### src/rtl/tepq_pkg.sv
package tepq_pkg;

   localparam int DEPTH_DEFAULT = 64;
   localparam int TIME_W        = 32;
   localparam int DATA_W        = 64;
   localparam int OCC_W         = 7;

   // operation codes on req_kind
   localparam logic [1:0] KIND_PUSH    = 2'd0;
   localparam logic [1:0] KIND_POP     = 2'd1;
   localparam logic [1:0] KIND_POP_DUE = 2'd2;

   typedef struct packed {
      logic [TIME_W-1:0] stamp;
      logic [DATA_W-1:0] data;
   } tepq_entry_type;

   // what a cell loads at the next edge
   typedef enum logic [1:0] {
      CELL_HOLD,
      CELL_LOAD,
      CELL_FROM_ABOVE,
      CELL_FROM_BELOW
   } tepq_action_type;

   // x strictly later than y, wraparound order
   function automatic logic later_than(input logic [TIME_W-1:0] x,
                                       input logic [TIME_W-1:0] y);
      logic [TIME_W-1:0] d;
      d = x - y;
      return (d != '0) && !d[TIME_W-1];
   endfunction

endpackage

### src/rtl/tepq_cell.sv
module tepq_cell (
   input  logic                     clock,
   input  tepq_pkg::tepq_action_type action,
   input  tepq_pkg::tepq_entry_type new_entry,
   input  tepq_pkg::tepq_entry_type above_entry,
   input  tepq_pkg::tepq_entry_type below_entry,
   output tepq_pkg::tepq_entry_type entry,
   output logic                     new_is_later
);

   tepq_pkg::tepq_entry_type entry_ff;
   tepq_pkg::tepq_entry_type entry_in;

   always_comb begin
      unique case (action)
         tepq_pkg::CELL_HOLD:       entry_in = entry_ff;
         tepq_pkg::CELL_LOAD:       entry_in = new_entry;
         tepq_pkg::CELL_FROM_ABOVE: entry_in = above_entry;
         tepq_pkg::CELL_FROM_BELOW: entry_in = below_entry;
      endcase
   end

   always_ff @(posedge clock) begin
      entry_ff <= entry_in;
   end

   assign entry        = entry_ff;
   assign new_is_later = tepq_pkg::later_than(new_entry.stamp, entry_ff.stamp);

endmodule

### config.mk
export PLATFORM = sky130hd
export DESIGN_NAME = tepq_cell
export DESIGN_NICKNAME = d
export VERILOG_FILES = /design/src/rtl/tepq_pkg.sv /design/src/rtl/tepq_cell.sv
export SDC_FILE = /design/constraint.sdc
export NUM_CORES = 1
export LEC_CHECK = 0
export ABC_CLOCK_PERIOD_IN_PS = 3650
export BUFFER_PORTS_ARGS = -buffer_cell sky130_fd_sc_hd__buf_2
export CAP_MARGIN = 20
export CORE_AREA = 2 2 149 151
export CTS_BUF_LIST = sky130_fd_sc_hd__clkbuf_2 sky130_fd_sc_hd__clkbuf_4 sky130_fd_sc_hd__clkbuf_8
export CTS_CLUSTER_DIAMETER = 30
export CTS_CLUSTER_SIZE = 28
export DETAILED_ROUTE_END_ITERATION = 8
export DIE_AREA = 0 0 151 153
export PLACE_DENSITY = 0.64
export SKIP_LAST_GASP = 1
export SYNTH_ARGS = -nofsm -noshare
export SYNTH_HDL_FRONTEND = slang
export SYNTH_SLANG_ARGS = --single-unit
### constraint.sdc
create_clock -name clock -period 3.65 [get_ports clock]
set_input_delay 0.73 -clock clock [delete_from_list [all_inputs] [get_ports clock]]
set_output_delay 0.73 -clock clock [all_outputs]
set_load 0.005 [all_outputs]
==> results.ini <==
[outcome]
outcome = finished, violations left
violations = negative setup slack

[routing]
drc_errors = 0
drt-wirelength-per-cell_um = 16.5
via_count = 7435
ant_nets = 0
first_iter_violations = 371
drt_wl_total_um = 25000
routed_via_density = 4.91
drt_pass1_iterations = 5

[timing]
fmax_mhz = 245
finalHoldViolCount = 0
min_period_ps = 4090
finalWorstSetupSlack_ps = -437
worst_pin_slew_ps = 762
post-route-period-util_pct = 112
setup_viol = 1
max_slew_margin_pct = 49.2
drv_slew = 0
rsz0062_at_grt = yes

[critical_path]
critical_path.endpoint_type = primary output
path_cells = buf_2 -> ha_1 -> a21o_1 -> a211o_1 -> a311o_1 -> a41oi_2 -> mux2_2 -> nor4_2 -> nand4_1 -> nor4_2 -> a31oi_1 -> buf_2
cp_num_cells = 12
critPathMaxStageDelay_ps = 380
startpoint_type = input pin
cp-startpoint = new_entry[78]
critPathKind = in -> out
crit_slowest_cell = mux2_2
worstPathMaxFanout = 2
critical_path.top_delay_family = compound AO/OA/AOI/OAI gates
worstPathRequired_ps = 2920
critPathCapture = new_is_later
crit_buf_inv = 2
cp.arrival_ps = 3360

[yosys]
synthCells = 762
synth_compound_area_share_pct = 18.9
synthMuxAreaShare_pct = 14.2
synth_cell_types = 63
synth_edf_count = 96
async_flop_share_pct = 0
seq_area_frac_synth_pct = 40.9
synth_adder_area_share_pct = 5.79
synth-simple-area-share_pct = 13.5
synth_xor_area_share_pct = 1.49
syn_area_per_cell_um2 = 9.25
ys_seq_elements = 96
synth_nets = 1085
synth_ff_type = edfxtp_1
synth_top_family_by_area = compound AO/OA/AOI/OAI gates
syn_area_um2 = 7050
yosysWarnings = 0

[place]
io_buffers = 387
dp_hpwl_um = 20200
dp.cells = 1484
gp_congestion = 0.936
placed_area_um2 = 10100

[global_routing]
grt_max_degree = 193
grt_pass1_vias = 7238
grt_use_met1_pct = 26.2
grtUsageMet2_pct = 36.2
antenna_found_initial = 6
grt.busiest_layer = met2
grt.overflow.total = 0
grt_first_pass_wirelength_um = 38200
use_met3_pct = 4.51
grtUsageTotal_pct = 21.2

[clock_network]
cts_buffers = 9
cts_root_buf = clkbuf_8
tritoncts = built
clock_path_buffers = 2
htreeDepth = 3
clk_pin_slew_worst_paths_ps = 120
hold_buffers = 0
cts_sinks = 96

[finish]
fill_cells = 2088
area_growth_syn_to_layout_pct = 49.6
fin_area_um2 = 10500
drive_gt1_share_pct = 46.1
finalNetCount = 1547
fin_cells = 1514
largest_reg_flops = 96

[floorplan]
fp.coreArea_um2 = 21500
ios = 388
rows = 54
dieHeight_um = 153
die_w_um = 151
initial_utilization_pct = 32.8
die-area_um2 = 23100

[power_and_ir_drop]
p_leak_nw = 5.06
power_density_nw_per_um2 = 350
power.total_mw = 3.69
ir_drop_mv = 0.170

[run]
maxCapViolations = 0

[hold_path]
min_path_type = in -> reg

## synthesized netlist by cell type, types with 3 or more instances
master     number  area [µm²]
o2111ai_1       3        26.3
a21oi_1       125         626
a211oi_1        6        45.0
buf_1           7        26.3
nand4_1         9        56.3
nor4_1          5        31.3
mux2i_1        98         981
ha_1           31         388
clkbuf_1       37         139
xnor2_1         5        43.8
o21ai_1         5        25.0
nor3_1         12        60.1
nor2_1        122         458
o211ai_1        4        30.0
a21o_1          9        67.6
o21ai_0        20         100
inv_1          40         150
a31oi_1        10        62.6
xor2_1          7        61.3
nand2b_1        4        25.0
nand3_1        13        65.1
a21boi_0        3        22.5
buf_2           5        25.0
nand2_1        25        93.8
edfxtp_1       96        2880
o21bai_1        3        22.5
o21a_1          8        60.1
## power by group
| group | switching (mW) | total [mW] | leakage [nW] | internal [mW] |
|---|---|---|---|---|
| clock network | 0.444 | 0.713 | 0.0971 | 0.269 |
| logic | 0.788 | 1.56 | 4.00 | 0.776 |
| registers | 0.0438 | 1.41 | 0.967 | 1.36 |
## cell families after synthesis
logic type / after synthesis
muxes: 100
buffers and inverters: 91
and+or+nand+nor: 209
xor gates and xnor gates: 12
AOI/OAI and AO/OA: 222
adders and majority gates: 32
DFF: 96
## per-stage QoR
step,setup WS [ps],hold WS (ps),TNS [ps],util (%)
finish,-437,653,-437,49.1
global route,-530,643,-530,49.1
CTS,-398,634,-398,48.2
detailed placement,-461,1060,-461,46.8
global placement,-491,1050,-491,46.8
floorplan,-40.1,956,-40.1,-
## routing by layer
| layer | wire (µm) | vias up |
|---|---|---|
| li1 | - | 3744 |
| met5 | 13 | - |
| met1 | 10300 | 3401 |
| met4 | 636 | 2 |
| met2 | 12700 | 246 |
| met3 | 1440 | 42 |
## worst min-delay path by stage
stage / startpoint / to / slack [ps] / cells after the start
floorplan: new_entry[0] / entry[0] / 960 / 2
global placement: new_entry[41] / entry[41] / 1050 / 3
detailed placement: new_entry[38] / entry[38] / 1060 / 3
CTS: new_entry[47] / entry[47] / 630 / 3
global route: new_entry[47] / entry[47] / 640 / 3
finish: new_entry[50] / entry[50] / 650 / 3
## area by class of cell
type	instances	area [µm²]	area share [%]
Antenna cell	5	12.5	0.119
Clock buffer	9	124	1.17
Clock inverter	7	72.6	0.688
Inverter	40	163	1.54
Multi-Input combinational cell	575	4070	38.6
Sequential cell	96	2880	27.3
Tap cell	280	350	3.32
Timing Repair Buffer	502	2870	27.2
## cell usage in the layout (no fill, tap or decap), drive strengths merged, types with 5 or more instances in the layout
master / instances
a31oi: 10
edfxtp: 96
nand2: 25
inv: 44
and3: 5
ha: 31
buf: 502
mux2i: 98
nand4: 9
diode: 5
o21ai: 25
nor3: 12
clkbuf: 9
a21o: 9
nand3: 13
nor2: 122
xor2: 7
nor4: 6
a21oi: 127
xnor2: 5
o21a: 8
a211oi: 7
## what timing repair did
action | 4_1_cts | 5_1_grt
buffers inserted | 6 | 6
resized for setup | 9 | 32
endpoints found under the hold margin | 0 | 0
endpoints found under the setup margin | 1 | 1
cloned | 0 | 0
pin swaps | 13 | 18
## tightest hold or removal path, cell delays in order
cell and delay, ps:
buf_2 70, nor2_1 30, a21oi_1 90
Power figures use the tool's default switching activity.
