**config.mk**
```make
export PLATFORM = sky130hd
export DESIGN_NAME = tepq_scan
export DESIGN_NICKNAME = d
export VERILOG_FILES = /design/src/rtl/tepq_pkg.sv /design/src/rtl/tepq_scan.sv
export SDC_FILE = /design/constraint.sdc
export NUM_CORES = 1
export LEC_CHECK = 0
export BUFFER_PORTS_ARGS = -buffer_cell sky130_fd_sc_hd__buf_2
export CAP_MARGIN = 25
export CORE_MARGIN = 2
export CORE_UTILIZATION = 27
export DETAILED_ROUTE_END_ITERATION = 10
export PLACE_DENSITY = 0.91
export SLEW_MARGIN = 25
export SYNTH_ARGS = -nofsm -noshare
export SYNTH_HDL_FRONTEND = slang
export SYNTH_SLANG_ARGS = --single-unit
```
**constraint.sdc**
```tcl
create_clock -name vclk -period 2.2
set_input_delay 0.44 -clock vclk [all_inputs]
set_output_delay 0.44 -clock vclk [all_outputs]
set_load 0.1 [all_outputs]
```
**src/rtl/tepq_pkg.sv**
```systemverilog
package tepq_pkg;

   localparam int DEPTH_DEFAULT = 64;
   localparam int TIME_W        = 32;
   localparam int DATA_W        = 64;
   localparam int OCC_W         = 7;

   // operation codes on req_kind
   localparam logic [1:0] KIND_PUSH    = 2'd0;
   localparam logic [1:0] KIND_POP     = 2'd1;
   localparam logic [1:0] KIND_POP_DUE = 2'd2;

   typedef struct packed {
      logic [TIME_W-1:0] stamp;
      logic [DATA_W-1:0] data;
   } tepq_entry_type;

   // what a cell loads at the next edge
   typedef enum logic [1:0] {
      CELL_HOLD,
      CELL_LOAD,
      CELL_FROM_ABOVE,
      CELL_FROM_BELOW
   } tepq_action_type;

   // x strictly later than y, wraparound order
   function automatic logic later_than(input logic [TIME_W-1:0] x,
                                       input logic [TIME_W-1:0] y);
      logic [TIME_W-1:0] d;
      d = x - y;
      return (d != '0) && !d[TIME_W-1];
   endfunction

endpackage

```
**src/rtl/tepq_scan.sv**
```systemverilog
module tepq_scan #(
   parameter int DEPTH = tepq_pkg::DEPTH_DEFAULT
) (
   input  logic [DEPTH-1:0] passes,
   output logic [DEPTH-1:0] reach
);

   localparam int LEVELS = $clog2(DEPTH);

   // reach[k] = and of passes[k-1:0], log-depth prefix
   always_comb begin
      logic [DEPTH-1:0] acc;
      logic [DEPTH-1:0] nxt;
      acc = {passes[DEPTH-2:0], 1'b1};
      for (int l = 0; l < LEVELS; l++) begin
         nxt = acc;
         for (int k = 0; k < DEPTH; k++) begin
            if (k >= (1 << l)) begin
               nxt[k] = acc[k] & acc[k - (1 << l)];
            end
         end
         acc = nxt;
      end
      reach = acc;
   end

endmodule
```
==> results of run 1 <==
logic make-up after synthesis:
group | synth area share
buffers and inverters | 0.155
other | 0.00459
AND/OR/NAND/NOR | 0.841
through the flow:
stage	TNS, ns	setup WS (ns)	std cells
floorplan	-32.66	-0.908	143
global placement	-6.14	-0.228	347
Yosys cell counts, types with 2 or more instances:
| master | n |
|---|---|
| buf_4 | 2 |
| nor3_1 | 17 |
| inv_1 | 18 |
| nor2_1 | 24 |
| nand4_4 | 2 |
| nor4_2 | 2 |
| nor4_1 | 4 |
| nand3_1 | 18 |
| nand4_1 | 7 |
| or3_1 | 2 |
| nand2_1 | 12 |
| and2_1 | 8 |
| or2_2 | 3 |
| and3_1 | 11 |
==> impl_results.md, run 1 <==
- Yosys warns: 0
- Port Buffer Count: 126
- Synth area leaders: nand3_1 11%, nor2_1 11%, nor3_1 10%, and3_1 8.4%, inv_1 8.3%
- Share of the synthesized area in the top cell type: 0.110
- Initial core utilization: 0.291
- Largest area contributor in the netlist: nand3_1
- Post-synthesis sequential area ratio: 0
- Error: [ERROR DPL-0038] Utilization greater than 100%, impossible to legalize
- Row Count: 19
- Last flow stage reached: detailed placement (3_5_place_dp)
- I/O pin count: approximately 130
- Mapped Area: 817 µm²
- Synth Area per Inst: 5.71 µm²
- Die span in y: slightly below 60 µm
- Die width: 59.0 µm
- Gate Count Post-Synth: approximately 140
- Status: stopped before the end
- Gpl congestion: 0.898
- Distinct cells, synth: 27
- Syn Nets: 207
==> run 2, diff against run 1 <==
--- a/config.mk
+++ b/config.mk
@@ -7,10 +7,10 @@
 export LEC_CHECK = 0
 export BUFFER_PORTS_ARGS = -buffer_cell sky130_fd_sc_hd__buf_2
 export CAP_MARGIN = 25
-export CORE_MARGIN = 2
-export CORE_UTILIZATION = 27
+export CORE_AREA = 2 2 63 65
 export DETAILED_ROUTE_END_ITERATION = 10
-export PLACE_DENSITY = 0.91
+export DIE_AREA = 0 0 65 67
+export PLACE_DENSITY_LB_ADDON = 0.15
 export SLEW_MARGIN = 25
 export SYNTH_ARGS = -nofsm -noshare
 export SYNTH_HDL_FRONTEND = slang
==> constraint.sdc (replaced) <==
create_clock -name vclk -period 2.86
set_input_delay 0.572 -clock vclk [all_inputs]
set_output_delay 0.572 -clock vclk [all_outputs]
set_load 0.1 [all_outputs]
==> run 2 against run 1 <==
Effect of this change: the run now ends clean; area after synthesis is the same; synthesized cell count unchanged.
==> impl_results.md, run 2 <==
- Max cap viols: 0
- Complex-gate fraction of the synthesized area: 0
- Status: finished clean
- Fin. Hold Viols: 0
- Synth cell count leaders: 24 x nor2_1, 18 x inv_1, 18 x nand3_1, 17 x nor3_1, 12 x nand2_1
- Power Density: 47.5 nW/µm²
- CP peak stage delay: 0.58 ns
- Gate Count Post-Synth: 143
- Grt ovf: 0
- Crit path DAT: 2.18 ns
- GR Util All Layers: 0.183
- Vias in the first global route: ~1500
- Xor/xnor cell area share of the yosys netlist: 0
- I/O pin count: 128
- Die Footprint: 4360 µm²
- Final nets: 344
- Synth Area per Inst: 5.71 µm²
- Clock buffers: 0
- DR DRC count: 0
- Cell with the most instances after synthesis: nor2_1
- Yosys warns: 0
- Die width: 65 µm
- Worst Setup Path Type: primary input to primary output
- Simple logic cell fraction of the synthesized area: 0.841
- Row Count: 22
- Synth area leaders: nand3_1 11%, nor2_1 11%, nor3_1 10%, and3_1 8.4%, inv_1 8.3%
- RSZ-0062 raised after global routing: false
- Share of the synthesized area in the top cell type: 0.110
- Post-synthesis sequential area ratio: 0
- Mapped Area: 817 µm²
- HPWL after detailed placement: a little under 4000 µm
- Worst path cell trace: buf_2, nand3_1, or4_4, buf_4, nor3_4, and3_4, buf_12
- FMAX: 363 MHz
- Critical path origin: passes[10]
- Distinct cells, synth: 27
- Initial core utilization: 0.227
- Required @ worst endpoint: 2.29 ns
- DR vias: 1542
- Largest family of logic cells by synthesized area: simple AND/OR/NAND/NOR gates
- Final Util: 0.771
- Final setup TNS: 0 ns
- Most frequent cells in the layout: 74 x buf_2, 54 x buf_12, 16 x inv_1, 16 x nand3_1, 15 x nor3_4
- FF+latch area: 0 µm²
- Share of layout cells above drive strength 1: 0.748
- Largest net degree at the start of global routing: 12
- Tmin final: 2.76 ns
- Critical Path Fanout Max: 5
- Leak Pwr: 1.37 nW
- First-pass GRT wire length: 6420 µm
- Startpoint type of the worst setup path: primary input
- Seq_cells: 0
- CP endpoint kind: primary output
- Detailed Routing Iterations Pass 1: 4
- Final Setup Violations: 0
- Syn Nets: 207
- Post-route ant nets: 0
- Most common cell after layout, fill and taps aside: buf_2
- Die span in y: 67 µm
- Gpl congestion: 0.704
- WHS Endpoint: reach[44]
- Mux cell area share after synthesis: 0
- Core Footprint: 3610 µm²
- Post-Route WL: 4180 µm
- Routed wire per std cell: 12.8 µm
- Final WS setup: a little over 0.1 ns
- Pins Over Slew Limit: 0
- Port Buffer Count: 126
- Hold Crit Depth: 4
- Ant diodes: 0
- Place WS: 0.0488 ns
- Hold Path Class: primary input to primary output
- Largest area contributor in the netlist: nand3_1
- Hold Buf Count CTS: 0
- Layout area overhead: 240%
- Adder-cell share of the synthesized area: 0
- Worst vdd ir: ~0.00008 V
- Fin crit share: 0.964
- Hold_sp: passes[43]
- Slowest-stage cell, CP: or4_4
- Initial antenna violation count: 0
- Initial drt markers: 28
- Via density: between 4 and 5
[run 2: cell counts after synthesis]
No cell type changed its count.
[run 2: worst max path at each step]
stage	endpoint	slack, ns	cells past startpoint
after CTS	reach[38]	0.05	7
after detailed placement	reach[38]	0.05	7
after global routing	reach[23]	0.009	7
after floorplan	reach[63]	-0.51	7
final	reach[23]	0.10	7
after global placement	reach[40]	0.09	7
[run 2: cells by family (layout without fill, tap and decap cells)]
logic type / count (synthesis) / after routing
other: 1 / 1
and+or+nand+nor: 118 / 118
buffers and inverters: 24 / 159
[run 2: repair_timing]
| item | 4_1_cts | 5_1_grt |
|---|---|---|
| endpoints found under the setup margin | 0 | 3 |
| setup buffers | 0 | 2 |
| hold endpoints to repair | 0 | 0 |
| resized for setup | 0 | 2 |
[run 2: routing by layer]
| metal | global-route usage | vias up | routed length, µm |
|---|---|---|---|
| li1 | - | 769 | - |
| met1 | 0.186 | 701 | 1390 |
| met2 | 0.376 | 72 | 2350 |
| met3 | 0.0557 | 0 | 427 |
| met4 | 0.0106 | 0 | 0 |
| met5 | 0 | - | 0 |
[run 2: area by class of cell]
| cell class | instances | area, µm² |
|---|---|---|
| Inverter | 19 | 86.3 |
| Timing Repair Buffer | 140 | 1540 |
| Tap cell | 48 | 60.1 |
| Multi-Input combinational cell | 119 | 1090 |
| Fill cell | 273 | 825 |
[run 2: per-stage QoR]
stage	power [mW]	hold slack (ns)	instance area [µm²]	std cells
6_report	0.132	1.52	2780	326
3_3_place_gp	0.127	1.53	2750	324
2_1_floorplan	0.0653	1.34	1220	143
4_1_cts	0.132	1.53	2750	324
3_5_place_dp	0.132	1.53	2750	324
5_1_grt	0.143	1.54	2780	326
[run 2: report_power, final]
part	total (mW)	internal (mW)	leakage [nW]	switching [mW]
sequential	0	0	0	0
combinational	0.132	0.0463	1.37	0.0858
clock	0	0	0	0
total	0.132	0.0463	1.37	0.0858
[run 2: critical path: cells and delay by family]
family | cells | cell delay [ns]
buffers and inverters | 3 | 0.46
AND/OR/NAND/NOR | 4 | 1.14
(Power assumes the default switching activity.)
==> run 3, diff against run 2 <==
--- a/config.mk
+++ b/config.mk
@@ -10,6 +10,7 @@
 export CORE_AREA = 2 2 63 65
 export DETAILED_ROUTE_END_ITERATION = 10
 export DIE_AREA = 0 0 65 67
+export MAX_ROUTING_LAYER = met4
 export PLACE_DENSITY_LB_ADDON = 0.15
 export SLEW_MARGIN = 25
 export SYNTH_ARGS = -nofsm -noshare
==> run 3 against run 2 <==
Effect of this change: via count is 0.26% higher; final cell count unchanged; core utilization unchanged; total power is essentially flat; sequential cell count unchanged; worst hold slack unchanged; critical path depth unchanged; sequential share of layout area unchanged; fmax about the same; design area did not move.
==> impl_results.md, run 3 (same netlist as run 2, synthesis figures left out) <==
- Vias in the first global route: 1513
- Clock buffers: 0
- Power Density: 47.5 nW/µm²
- Hold_sp: passes[43]
- WHS Endpoint: reach[44]
- Die span in y: 67 µm
- Via density: around 4.7
- Most common cell after layout, fill and taps aside: buf_2
- Routed wire per std cell: 12.8 µm
- Fin crit share: 0.964
- Port Buffer Count: 126
- Gpl congestion: 0.712
- Initial antenna violation count: 0
- Status: finished clean
- First-pass GRT wire length: 6420 µm
- CP endpoint kind: primary output
- Share of layout cells above drive strength 1: 0.748
- Pint: 0.0463 mW
- Row Count: 22
- Pins Over Slew Limit: 0
- Leak Pwr: 1.37 nW
- Initial core utilization: 0.227
- Multi-input combinational cell area: 1090 µm²
- RSZ-0062 raised after global routing: false
- Number of fill cells: 273
- Switching power share of the total: 0.650
- Final Setup Violations: 0
- FF+latch area: 0 µm²
- Seq_cells: 0
- Final setup TNS: 0 ns
- DR vias: 1546
- Initial drt markers: 33
- Layout area overhead: 240%
- Net Switching: 0.0858 mW
- Detailed Routing Iterations Pass 1: 4
- Post-route ant nets: 0
- Design area: 2780 µm²
- Post-Route WL: ~4200 µm
- I/O pin count: 128
- HPWL after detailed placement: between 3000 and 4000 µm
- FMAX: 363 MHz
- Ant diodes: 0
- Startpoint type of the worst setup path: primary input
- Critical Path Fanout Max: 5
- Die Footprint: 4360 µm²
- Tmin final: 2.76 ns
- Final nets: 344
- Worst vdd ir: 0.0000785 V
- Required @ worst endpoint: 2.29 ns
- Die width: 65 µm
- Hold Path Class: primary input to primary output
- Core Footprint: 3610 µm²
- DR DRC count: 0
- Worst Setup Path Type: primary input to primary output
- Placed Area: roughly 2700 µm²
- Grt ovf: 0
- Part of the power in registers: 0
- Crit path DAT: 2.18 ns
- Largest net degree at the start of global routing: 12
- Fin. Hold Viols: 0
- Clk network pwr share: 0
- GR Util All Layers: 0.188
- Hold Buf Count CTS: 0
- Max cap viols: 0
- Comb pwr share: 1.000
- Hold Crit Depth: 4
- Most frequent cells in the layout: 74 x buf_2, 54 x buf_12, 16 x inv_1, 16 x nand3_1, 15 x nor3_4
==> run 3: cell counts in the layout (fill, tap and decap cells not counted) <==
Identical to the previous run, type by type.
==> run 3: cell type report <==
type,count,area share
Timing Repair Buffer,140,0.554
Tap cell,48,0.0216
Inverter,19,0.0310
Multi-Input combinational cell,119,0.393
==> run 3: worst max-delay path: stages <==
cell,delay [ns]
buf_2,0.09
nand3_1,0.08
or4_4,0.58
buf_4,0.20
nor3_4,0.23
and3_4,0.25
buf_12,0.17
==> run 3: metal layers <==
metal  vias up  wire length, µm  global-route usage
li1        769                -                   -
met1       705             1450               0.196
met2        70             2340               0.376
met3         2              371              0.0389
met4         0                7              0.0106
met5         -                0                   -
==> run 3: power groups by stage <==
stage / Sequential [mW] / Clock [mW] / Combinational [mW]
after floorplan: 0 / 0 / 0.0653
after global placement: 0 / 0 / 0.127
after detailed placement: 0 / 0 / 0.132
after CTS: 0 / 0 / 0.132
after global routing: 0 / 0 / 0.143
final: 0 / 0 / 0.132
==> run 3: how the worst max path moves through the flow <==
stage	startpoint	endpoint	slack (ns)	cells after the start
floorplan	passes[5]	reach[63]	-0.51	7
global placement	passes[10]	reach[40]	0.09	7
detailed placement	passes[10]	reach[38]	0.05	7
CTS	passes[10]	reach[38]	0.05	7
global route	passes[9]	reach[23]	0.009	7
finish	passes[10]	reach[23]	0.10	7
==> run 3: per-stage QoR <==
| step | setup WS [ns] | hold WS (ns) | cells | power [mW] | utilization |
|---|---|---|---|---|---|
| after floorplan | -0.512 | 1.34 | 143 | 0.0653 | - |
| after global placement | 0.0888 | 1.53 | 324 | 0.127 | 0.762 |
| after detailed placement | 0.0488 | 1.53 | 324 | 0.132 | 0.762 |
| after CTS | 0.0492 | 1.53 | 324 | 0.132 | 0.762 |
| after global routing | 0.00914 | 1.54 | 326 | 0.143 | 0.771 |
| final | 0.103 | 1.52 | 326 | 0.132 | 0.771 |
==> run 3: what timing repair did <==
action	CTS	global route
setup endpoints to repair	0	3
buffers inserted	0	2
resized for setup	0	2
